--- src/hdl/color_channel_format_converter_top_macros.svh ---
// assertion macros for the color channel format converter
// expects clk and rst_n in the scope where a macro is used
`ifndef COLOR_CHANNEL_FORMAT_CONVERTER_TOP_MACROS_SVH
`define COLOR_CHANNEL_FORMAT_CONVERTER_TOP_MACROS_SVH

// implication checked at every rising clock edge outside reset
`define CCFC_ASSERT_IMPL(label, ante, cons) \
    label: assert property (@(posedge clk) disable iff (!rst_n) (ante) |-> (cons)) \
        else $error("ccfc assertion failed");

// condition that must never hold outside reset
`define CCFC_ASSERT_NEVER(label, cond) \
    label: assert property (@(posedge clk) disable iff (!rst_n) !(cond)) \
        else $error("ccfc forbidden condition seen");

`endif

--- src/hdl/ccfc_pkg.sv ---
// shared types and constants of the color channel format converter
// no dependencies
`default_nettype none

package ccfc_pkg;

    // channel format codes, code three is unused
    localparam logic [1:0] FMT_U8  = 2'd0;
    localparam logic [1:0] FMT_U16 = 2'd1;
    localparam logic [1:0] FMT_F32 = 2'd2;

    // configuration register indexes
    localparam logic [1:0] REG_SOURCE = 2'd0;
    localparam logic [1:0] REG_TARGET = 2'd1;

    // float constants as bit patterns
    localparam logic [31:0] F32_ONE = 32'h3F80_0000;

    // which unit produces the result of an item
    typedef enum logic [1:0] {
        ROUTE_INT = 2'd0,
        ROUTE_F2U = 2'd1,
        ROUTE_U2F = 2'd2
    } route_t;

endpackage

`default_nettype wire

--- src/hdl/ccfc_f2u.sv ---
// float32 to unorm8 or unorm16, three register stages
// depends on ccfc_pkg
`default_nettype none

module ccfc_f2u (
    input  wire logic        clk,
    input  wire logic [31:0] value,
    input  wire logic        is16,
    output logic      [31:0] result
);
    import ccfc_pkg::*;

    logic        is16_1_reg, is16_2_reg;
    logic        zero_1_reg, zero_2_reg, zero_next;
    logic        one_1_reg, one_2_reg, one_next;
    logic [39:0] prod_reg, prod_next;
    logic [7:0]  shift_reg, shift_next;
    logic [24:0] rnd_reg, rnd_next;
    logic [7:0]  sh_reg, sh_next;
    logic [31:0] result_reg, result_next;
    logic [7:0]  expo;
    logic [22:0] frac;
    logic [15:0] scale;
    logic [4:0]  drop;
    logic [4:0]  drop_m1;
    logic [39:0] shifted;
    logic        sticky;

    // stage 1: classify and scale the significand
    always_comb
    begin
        expo       = value[30:23];
        frac       = value[22:0];
        zero_next  = ((&expo) && (|frac)) || value[31] || (expo == 8'd0);
        one_next   = !zero_next && (expo >= 8'd127);
        scale      = is16 ? 16'hFFFF : 16'h00FF;
        prod_next  = 40'({1'b1, frac}) * 40'(scale);
        shift_next = 8'd150 - expo;
    end

    // stage 2: round the product to 24 significant bits
    always_comb
    begin
        if (is16_1_reg)
        begin
            drop = prod_reg[39] ? 5'd16 : 5'd15;
        end
        else
        begin
            drop = prod_reg[31] ? 5'd8 : 5'd7;
        end
        drop_m1  = drop - 5'd1;
        shifted  = prod_reg >> drop_m1;
        sticky   = |(prod_reg & ((40'd1 << drop_m1) - 40'd1));
        rnd_next = {1'b0, shifted[24:1]}
                   + {24'd0, shifted[0] & (sticky | shifted[1])};
        sh_next  = shift_reg - {3'd0, drop};
    end

    // stage 3: truncate toward zero, apply clamps
    always_comb
    begin
        if (zero_2_reg)
        begin
            result_next = 32'd0;
        end
        else if (one_2_reg)
        begin
            result_next = is16_2_reg ? 32'h0000_FFFF : 32'h0000_00FF;
        end
        else if (sh_reg >= 8'd25)
        begin
            result_next = 32'd0;
        end
        else
        begin
            result_next = 32'(rnd_reg >> sh_reg);
        end
    end

    // pipeline registers, payload only
    always_ff @(posedge clk)
    begin
        is16_1_reg <= is16;
        zero_1_reg <= zero_next;
        one_1_reg  <= one_next;
        prod_reg   <= prod_next;
        shift_reg  <= shift_next;
        is16_2_reg <= is16_1_reg;
        zero_2_reg <= zero_1_reg;
        one_2_reg  <= one_1_reg;
        rnd_reg    <= rnd_next;
        sh_reg     <= sh_next;
        result_reg <= result_next;
    end

    assign result = result_reg;

endmodule

`default_nettype wire

--- src/hdl/ccfc_u2f.sv ---
// unorm8 or unorm16 to float32, three register stages
// depends on ccfc_pkg
`default_nettype none

module ccfc_u2f (
    input  wire logic        clk,
    input  wire logic [15:0] value,
    input  wire logic        is16,
    output logic      [31:0] result
);
    import ccfc_pkg::*;

    logic [15:0] pat_reg, pat_next;
    logic [3:0]  lz_reg, lz_next;
    logic        zero_1_reg, zero_2_reg, zero_next;
    logic        full_1_reg, full_2_reg, full_next;
    logic [22:0] frac_reg, frac_next;
    logic        guard_reg, guard_next;
    logic [7:0]  expo_reg, expo_next;
    logic [31:0] result_reg, result_next;
    logic        found;
    logic [63:0] window;

    // stage 1: repeat the pattern to 16 bits, count leading zeros
    always_comb
    begin
        pat_next  = is16 ? value : {value[7:0], value[7:0]};
        zero_next = is16 ? (value == 16'd0) : (value[7:0] == 8'd0);
        full_next = is16 ? (&value) : (&value[7:0]);
        lz_next   = 4'd0;
        found     = 1'b0;
        for (int i = 15; i >= 0; i--)
        begin
            if (!found && pat_next[i])
            begin
                lz_next = 4'(15 - i);
                found   = 1'b1;
            end
        end
    end

    // stage 2: the quotient is the repeating pattern, normalize it
    always_comb
    begin
        window     = {pat_reg, pat_reg, pat_reg, pat_reg} << lz_reg;
        frac_next  = window[62:40];
        guard_next = window[39];
        expo_next  = 8'd126 - {4'd0, lz_reg};
    end

    // stage 3: round up on guard, the tail is never zero
    always_comb
    begin
        if (zero_2_reg)
        begin
            result_next = 32'd0;
        end
        else if (full_2_reg)
        begin
            result_next = F32_ONE;
        end
        else
        begin
            result_next = {1'b0, expo_reg, frac_reg} + {31'd0, guard_reg};
        end
    end

    // pipeline registers, payload only
    always_ff @(posedge clk)
    begin
        pat_reg    <= pat_next;
        lz_reg     <= lz_next;
        zero_1_reg <= zero_next;
        full_1_reg <= full_next;
        frac_reg   <= frac_next;
        guard_reg  <= guard_next;
        expo_reg   <= expo_next;
        zero_2_reg <= zero_1_reg;
        full_2_reg <= full_1_reg;
        result_reg <= result_next;
    end

    assign result = result_reg;

endmodule

`default_nettype wire

--- src/hdl/ccfc_int.sv ---
// integer conversions, pass through and unused codes, three stages
// depends on ccfc_pkg
`default_nettype none

module ccfc_int (
    input  wire logic        clk,
    input  wire logic [31:0] value,
    input  wire logic [1:0]  src,
    input  wire logic [1:0]  dst,
    output logic      [31:0] result
);
    import ccfc_pkg::*;

    logic [32:0] quot_reg, quot_next;
    logic [31:0] value_reg;
    logic [1:0]  src_reg, dst_reg;
    logic [31:0] mid_reg, mid_next;
    logic [31:0] result_reg;

    // stage 1: floor of n / 257 by reciprocal multiply
    assign quot_next = 33'(value[15:0]) * 33'd65281;

    // stage 2: select by format pair
    always_comb
    begin
        mid_next = 32'd0;
        if (src_reg == FMT_U8 && dst_reg == FMT_U8)
        begin
            mid_next = {24'd0, value_reg[7:0]};
        end
        else if (src_reg == FMT_U8 && dst_reg == FMT_U16)
        begin
            mid_next = {16'd0, value_reg[7:0], value_reg[7:0]};
        end
        else if (src_reg == FMT_U16 && dst_reg == FMT_U8)
        begin
            mid_next = {24'd0, quot_reg[31:24]};
        end
        else if (src_reg == FMT_U16 && dst_reg == FMT_U16)
        begin
            mid_next = {16'd0, value_reg[15:0]};
        end
        else if (src_reg == FMT_F32 && dst_reg == FMT_F32)
        begin
            mid_next = value_reg;
        end
    end

    // pipeline registers, payload only
    always_ff @(posedge clk)
    begin
        quot_reg   <= quot_next;
        value_reg  <= value;
        src_reg    <= src;
        dst_reg    <= dst;
        mid_reg    <= mid_next;
        result_reg <= mid_reg;
    end

    assign result = result_reg;

endmodule

`default_nettype wire

--- src/hdl/color_channel_format_converter_top.sv ---
// top level of the color channel format converter
// depends on ccfc_pkg, ccfc_f2u, ccfc_u2f, ccfc_int and the macro header
`default_nettype none

// Converts one color channel value per clock between unorm8, unorm16 and
// float32 bit patterns. A value is taken on every cycle with start high
// (busy is always low) and its result appears with done once it has
// passed the three register stages of its conversion unit, one result
// per cycle. done lasts one cycle and the receiver cannot hold it off.
// Formats must be written through the always-ready cfg port only while
// no conversion is in flight; the block itself does not enforce this.
`include "color_channel_format_converter_top_macros.svh"

module color_channel_format_converter_top (
    input  wire logic        clk,
    input  wire logic        rst_n,
    input  wire logic        start,
    output logic             busy,
    input  wire logic [31:0] channel_value,
    input  wire logic [1:0]  channel_index,
    output logic             done,
    output logic      [31:0] converted_value,
    output logic      [1:0]  channel_tag,
    input  wire logic        cfg_valid,
    output logic             cfg_ready,
    input  wire logic [1:0]  cfg_index,
    input  wire logic [1:0]  cfg_data
);
    import ccfc_pkg::*;

    logic [1:0]  source_format_reg;
    logic [1:0]  target_format_reg;
    logic [2:0]  valid_reg;
    logic [1:0]  tag_reg [3];
    route_t      route_reg [3];
    route_t      route_next;
    logic        accept;
    logic [31:0] f2u_result, u2f_result, int_result;

    assign busy      = 1'b0;
    assign cfg_ready = 1'b1;
    assign accept    = start && !busy;

    // configuration registers
    always_ff @(posedge clk or negedge rst_n)
    begin
        if (!rst_n)
        begin
            source_format_reg <= FMT_U8;
            target_format_reg <= FMT_U8;
        end
        else if (cfg_valid && cfg_ready)
        begin
            if (cfg_index == REG_SOURCE)
            begin
                source_format_reg <= cfg_data;
            end
            else if (cfg_index == REG_TARGET)
            begin
                target_format_reg <= cfg_data;
            end
        end
    end

    // pick the unit for this format pair
    always_comb
    begin
        route_next = ROUTE_INT;
        if (source_format_reg == FMT_F32
            && (target_format_reg == FMT_U8 || target_format_reg == FMT_U16))
        begin
            route_next = ROUTE_F2U;
        end
        else if ((source_format_reg == FMT_U8 || source_format_reg == FMT_U16)
                 && target_format_reg == FMT_F32)
        begin
            route_next = ROUTE_U2F;
        end
    end

    // valid bits travel with each transfer
    always_ff @(posedge clk or negedge rst_n)
    begin
        if (!rst_n)
        begin
            valid_reg <= 3'b000;
        end
        else
        begin
            valid_reg <= {valid_reg[1:0], accept};
        end
    end

    // tag and route side band
    always_ff @(posedge clk)
    begin
        tag_reg[0]   <= channel_index;
        tag_reg[1]   <= tag_reg[0];
        tag_reg[2]   <= tag_reg[1];
        route_reg[0] <= route_next;
        route_reg[1] <= route_reg[0];
        route_reg[2] <= route_reg[1];
    end

    // conversion units
    ccfc_f2u u_f2u (
        .clk    (clk),
        .value  (channel_value),
        .is16   (target_format_reg == FMT_U16),
        .result (f2u_result)
    );

    ccfc_u2f u_u2f (
        .clk    (clk),
        .value  (channel_value[15:0]),
        .is16   (source_format_reg == FMT_U16),
        .result (u2f_result)
    );

    ccfc_int u_int (
        .clk    (clk),
        .value  (channel_value),
        .src    (source_format_reg),
        .dst    (target_format_reg),
        .result (int_result)
    );

    // result select
    always_comb
    begin
        unique case (route_reg[2])
            ROUTE_F2U: converted_value = f2u_result;
            ROUTE_U2F: converted_value = u2f_result;
            ROUTE_INT: converted_value = int_result;
            default:   converted_value = 32'd0;
        endcase
    end

    assign done        = valid_reg[2];
    assign channel_tag = tag_reg[2];

    // checks
    `CCFC_ASSERT_IMPL(a_tag_follows, done, channel_tag == $past(channel_index, 3))
    `CCFC_ASSERT_IMPL(a_done_from_start, done, $past(start, 3))
    `CCFC_ASSERT_NEVER(a_u2f_positive, done && route_reg[2] == ROUTE_U2F && converted_value[31])

endmodule

`default_nettype wire

--- config.mk ---
export PLATFORM = sky130hd
export DESIGN_NAME = color_channel_format_converter_top
export DESIGN_NICKNAME = d
export VERILOG_FILES = /design/src/hdl/ccfc_pkg.sv /design/src/hdl/ccfc_f2u.sv /design/src/hdl/ccfc_u2f.sv /design/src/hdl/ccfc_int.sv /design/src/hdl/color_channel_format_converter_top.sv
export VERILOG_INCLUDE_DIRS = /design/src /design/src/hdl
export SDC_FILE = /design/constraint.sdc
export NUM_CORES = 1
export LEC_CHECK = 0
export BUFFER_PORTS_ARGS = -buffer_cell sky130_fd_sc_hd__buf_4
export CAP_MARGIN = 20
export CORE_MARGIN = 3
export CORE_UTILIZATION = 30
export CTS_CLUSTER_DIAMETER = 40
export CTS_CLUSTER_SIZE = 16
export DETAILED_ROUTE_END_ITERATION = 10
export HOLD_SLACK_MARGIN = 0.06
export PLACE_DENSITY = 0.51
export SYNTH_ARGS = -nofsm -noshare
export SYNTH_HDL_FRONTEND = slang
export SYNTH_SLANG_ARGS = --single-unit
--- constraint.sdc ---
create_clock -name clk -period 8.2 [get_ports clk]
set_input_delay 1.23 -clock clk [delete_from_list [all_inputs] [get_ports clk]]
set_output_delay 1.23 -clock clk [all_outputs]
set_load 0.01 [all_outputs]
-- After elaboration in Yosys (flattened, before gate mapping)
Memories as Yosys holds them, arrays and structs flattened.
Index checks and enable logic that the tools add are counted.
- add/sub/neg operators: 7
- multiply operators: 2
- magnitude comparators: 2
- equal/unequal tests: 11
- shifts and indexed selects: 4
- multiplexer cells: 48
- bitwise logic cells: 5
- reduce and logical (&&, ||, !) cells: 65
- operator list (cell ; number):
    16-bit two-way mux ; 7
    32-bit case mux with 3 select lines ; 1
    32-bit two-way mux ; 2
    64-bit by 4-bit left shift with 63-bit output ; 1
    40-bit AND ; 1
    24-bit by 16-bit multiplier with 40-bit output ; 1
    40-bit OR reduction ; 1
    1-bit by 5-bit left shift with 40-bit output, first input constant ; 1
    40-bit by 5-bit right shift with 25-bit output ; 1
    40-bit by 1-bit subtractor with 40-bit output, second input constant ; 1
    31-bit by 1-bit adder with 32-bit output ; 1
    16-bit by 16-bit multiplier with 32-bit output, second input constant ; 1
    25-bit by 8-bit right shift with 32-bit output ; 1
    30-bit two-way mux ; 1
    24-bit by 1-bit adder with 25-bit output ; 1
    1-bit logical AND ; 24
    3-bit two-way mux ; 8
    23-bit OR reduction ; 1
    1-bit two-way mux ; 19
    1-bit zero test ; 16
    16-bit zero test ; 1
    8-bit zero test ; 2
    16-bit AND reduction ; 1
    8-bit AND reduction ; 2
    other kinds (23) ; 48
- bits in registers: 346
- RAM bits: 12
- input bits: 42
- output and inout port bits: 37
- word-level logic and storage cells: 182
- memories: 2
- memory list (name ; words ; bits a word ; rd ports ; clocked after memory_dff ; write ports ; line ; RTL):
    route_reg ; 3 ; 2 ; 3 ; 0 ; 3 ; color_channel_format_converter_top.sv:35 ; route_t route_reg [3];
    tag_reg ; 3 ; 2 ; 3 ; 0 ; 3 ; color_channel_format_converter_top.sv:34 ; logic [1:0] tag_reg [3];

-- Logic depth before layout (Yosys ltp)
- depth after elaboration: 48
- mapped depth: 27

-- Cells and area by module
From an unflattened synthesis, not the netlist that was laid out.
- cells, all modules: 2572
- area total of the unflattened synthesis: 26325.2 um2
- by module, submodules not included (module ; instances ; cells each ; area each (um2) ; sequential area each (um2)):
    ccfc_f2u ; 1 ; 1629 ; 15491.1 ; 2242.2
    ccfc_int ; 1 ; 545 ; 6217.2 ; 2162.1
    ccfc_u2f ; 1 ; 286 ; 3289.4 ; 1521.5
    color_channel_format_converter_top ; 1 ; 112 ; 1327.5 ; 415.4

-- Worst setup path before layout
No wires, ideal clock.
- path type: register -> register
- from: reg target_format_reg[1]
- to: reg u_f2u.prod_reg[38]
- arrival: 6.744 ns
- path slack: 1.384 ns
- stages on the path, launching flop included: 24
- path through: dfrtp_1 > nor2b_1 > clkinv_1 > clkbuf_1 > clkbuf_1 > nor2_1 > fa_1 > fa_1 > fa_1 > fa_1 > fa_1 > inv_1 > fa_1 > inv_1 > ha_1 > clkbuf_1 > a21oi_1 > o21ai_0 > a2bb2oi_1 > a31o_2 > a21oi_1 > o31ai_1 > o41ai_1 > xnor2_1
- longest elaborated chain between the ends: 3
- ends and longest elaborated chain (element ; line ; RTL):
    from (decl) ; color_channel_format_converter_top.sv:32 ; logic [1:0] target_format_reg;
    from (signal assigned) ; color_channel_format_converter_top.sv:60 ; target_format_reg <= cfg_data;
    2-bit by 1-bit == test with 1-bit output ; color_channel_format_converter_top.sv:109 ; .is16 (target_format_reg == FMT_U16),
    16-bit two-way mux ; ccfc_f2u.sv:36 ; scale = is16 ? 16'hFFFF : 16'h00FF;
    24-bit by 16-bit multiplier with 40-bit output ; ccfc_f2u.sv:37 ; prod_next = 40'({1'b1, frac}) * 40'(scale);
    via u_f2u.prod_next[38] ; ccfc_f2u.sv:16 ; logic [39:0] prod_reg, prod_next;
    to (signal assigned) ; ccfc_f2u.sv:87 ; prod_reg <= prod_next;
    to (decl) ; ccfc_f2u.sv:16 ;
The timed path passes the listed nets, and every way through them passes these cells.
A chain may end at the register's enable or synchronous reset.

-- Final worst setup path
- from: reg target_format_reg[1]
- to: reg u_f2u.prod_reg[39]
Same word-level chain as after synthesis.

==> impl_metrics.json <==
{
  "synth_fp_nets": 2985,
  "ant_nets": 0,
  "wl_mm": 63.60,
  "crit_type": "reg -> reg",
  "dieArea_sq_mm": 0.08580,
  "multi_input_area_sq_mm": 0.01665,
  "holdBufCountCts": 0,
  "design.core.area_sq_mm": 0.08107,
  "hp-start": "u_int.mid_reg[30]",
  "placementRows": 104,
  "relSlewSlack": 0.3656,
  "wl_per_cell_microns": 17.86,
  "largest_register_ff_count": 39,
  "grt_max_degree": 37,
  "die_y_microns": 292.9,
  "finalHoldViolCount": 0,
  "netlist_top_cells_count": "inv_1 (391), dfxtp_1 (298), fa_1 (294)",
  "yosysWarnings": 0,
  "grt-ovfl-total": 0,
  "async_flop_share": 0.02295,
  "synth_edf_count": 0,
  "drc": 0,
  "io-pin-count": 79,
  "worstSkewPairLatency_ns": 0.57,
  "reg2reg_depth": 20,
  "port_buffers": 76,
  "root_buffer": "clkbuf_16",
  "cts_tree": "done",
  "dr.first_iter.drc_count": 959,
  "end_kind": "flip-flop",
  "synth_cell_type_count": 83,
  "crit_arrival_ns": 7.97,
  "drtPass1Iterations": 5,
  "synth_top_area_share": 0.2416,
  "synth.largest_area_cell": "dfxtp_1",
  "syn_area_per_cell_sq_um": 10.23,
  "areaGrowthSynthToFinish_pct": 12.77,
  "initial_utilization": 0.3046,
  "nets": 3040,
  "synthFlopType": "dfxtp_1",
  "via_per_inst": 4.755,
  "grt_pass1_wl_mm": 101.8,
  "die_x_microns": 292.9,
  "cap_viol_max_count": 0,
  "ys_top_cells_by_area": "dfxtp_1 (24%), fa_1 (24%), ha_1 (12%)",
  "crit_required_ns": 8.68,
  "rsz0062_at_grt": "false",
  "clockBufferDepth": 3,
  "nFillCells": 8201,
  "seq_area_sq_mm": 0.006142,
  "crit_path_max_fanout": 19,
  "r2r_start": "target_format_reg[1]",
  "yosysSeqAreaShare": 0.2487,
  "routabilityCongestion": 0.8907,
  "fmax_mhz": 133.5,
  "critical_path.startpoint": "target_format_reg[1]",
  "numCtsBuffers": 43,
  "skew_ns": 0.02797,
  "holdPathStages": 0,
  "htree_levels": 2,
  "yosysMostFrequentCell": "inv_1",
  "period_share": 0.9137,
  "drive_above_1_share": 0.1075,
  "syn_area_sq_mm": 0.02470,
  "ys_ff_latch": 305,
  "clkTransAtPathRegs_ns": 0.07,
  "min_path_type": "reg -> reg",
  "syn-instance-count": 2413,
  "grt.total_usage": 0.1495,
  "antenna_cells": 0,
  "cts.repair.resized": 0,
  "status": "complete, no violations",
  "cts_sinks": 305,
  "antenna_found_initial": 5,
  "setup_tns_ns": 0,
  "finalSetupViolCount": 0,
  "vias": 16937,
  "cp-start-kind": "flip-flop",
  "tightest_slew_ns": 0.9503,
  "cts_setup_buffers": 0,
  "drv_slew": 0,
  "dp_hpwl_mm": 53.08,
  "finalCriticalPeriod_ns": 7.493,
  "grt_pass1_vias": 18094
}
==> worst paths after layout <==
check,end,slack [ns]
max in group asynchronous,source_format_reg[1],7.61
worst min-delay path,u_int.result[30],0.33
worst max register to register,u_f2u.prod_reg[39],0.71
worst min register to register,u_int.result[30],0.33
worst max-delay path,u_f2u.prod_reg[39],0.71
min in group asynchronous,source_format_reg[0],0.46
==> worst max-delay path, stage by stage, from the launching register on <==
cell and delay [ns]:
dfrtp_1 0.45, nor2b_2 0.21, clkinv_1 0.56, nor2_1 0.75
fa_1 0.61, fa_1 0.52, fa_1 0.52, fa_1 0.53
fa_1 0.54, inv_1 0.05, fa_1 0.53, inv_1 0.04
ha_1 0.36, o21ai_0 0.28, a21oi_1 0.11, nor4_1 0.24
nor2_1 0.07, a21oi_1 0.33, a21oi_1 0.18, a221oi_1 0.34
xnor2_1 0.15
==> through the flow <==
stage / cells / cell area [sq um] / util / hold slack, ns / setup WS, ns
finish: 3562 / 27850 / 0.3435 / 0.3263 / 0.7074
CTS: 3561 / 27820 / 0.3432 / 0.3266 / 0.7566
global route: 3562 / 27850 / 0.3435 / 0.3281 / 0.1726
global placement: 3482 / 26270 / 0.3240 / 0.3104 / 0.6465
detailed placement: 3482 / 26270 / 0.3240 / 0.3121 / 0.5377
floorplan: 2413 / 24700 / - / 0.3096 / 1.384
==> area by class of cell <==
class                           instances  share of cell area
Clock buffer                           44             0.03913
Clock inverter                         35             0.01676
Inverter                              395             0.05324
Multi-Input combinational cell       1633              0.5977
Sequential cell                       305              0.2205
Tap cell                             1060             0.04762
Timing Repair Buffer                   90             0.02498
==> cells by family after synthesis <==
| kind of cell | after synthesis | synth area share |
|---|---|---|
| buffers and inverters | 475 | 0.07848 |
| and+or+nand+nor | 486 | 0.09707 |
| DFF | 305 | 0.2487 |
| adders and majority gates | 530 | 0.3579 |
| xor gates and xnor gates | 112 | 0.03972 |
| muxes | 160 | 0.09059 |
| AOI/OAI and AO/OA | 343 | 0.08729 |
| other | 2 | 0.0003041 |
==> placed cells by master (no fill, tap or decap), drive strengths merged, types with 14 or more instances in the layout <==
cell	n
nor2	132
inv	407
dfxtp	298
clkbuf	44
nand3	34
a21o	26
a21oi	92
nand4	14
clkinv	17
fa	294
o211ai	16
buf	90
nor4	15
mux4	48
ha	236
xnor2	72
nand2	150
and3	14
and2	23
o21ai	89
a22oi	18
nor3	34
mux2i	90
xor2	40
mux2	22
==> layer usage <==
layer,GRT usage,wire (microns)
met1,0.2097,29910
met2,0.2432,29580
met3,0.02540,2912
met4,0.03046,1195
met5,0,0
Power is left out: the tool's default activity adds up to more than one toggle a clock period on the data nets, which glitch-free logic cannot reach.
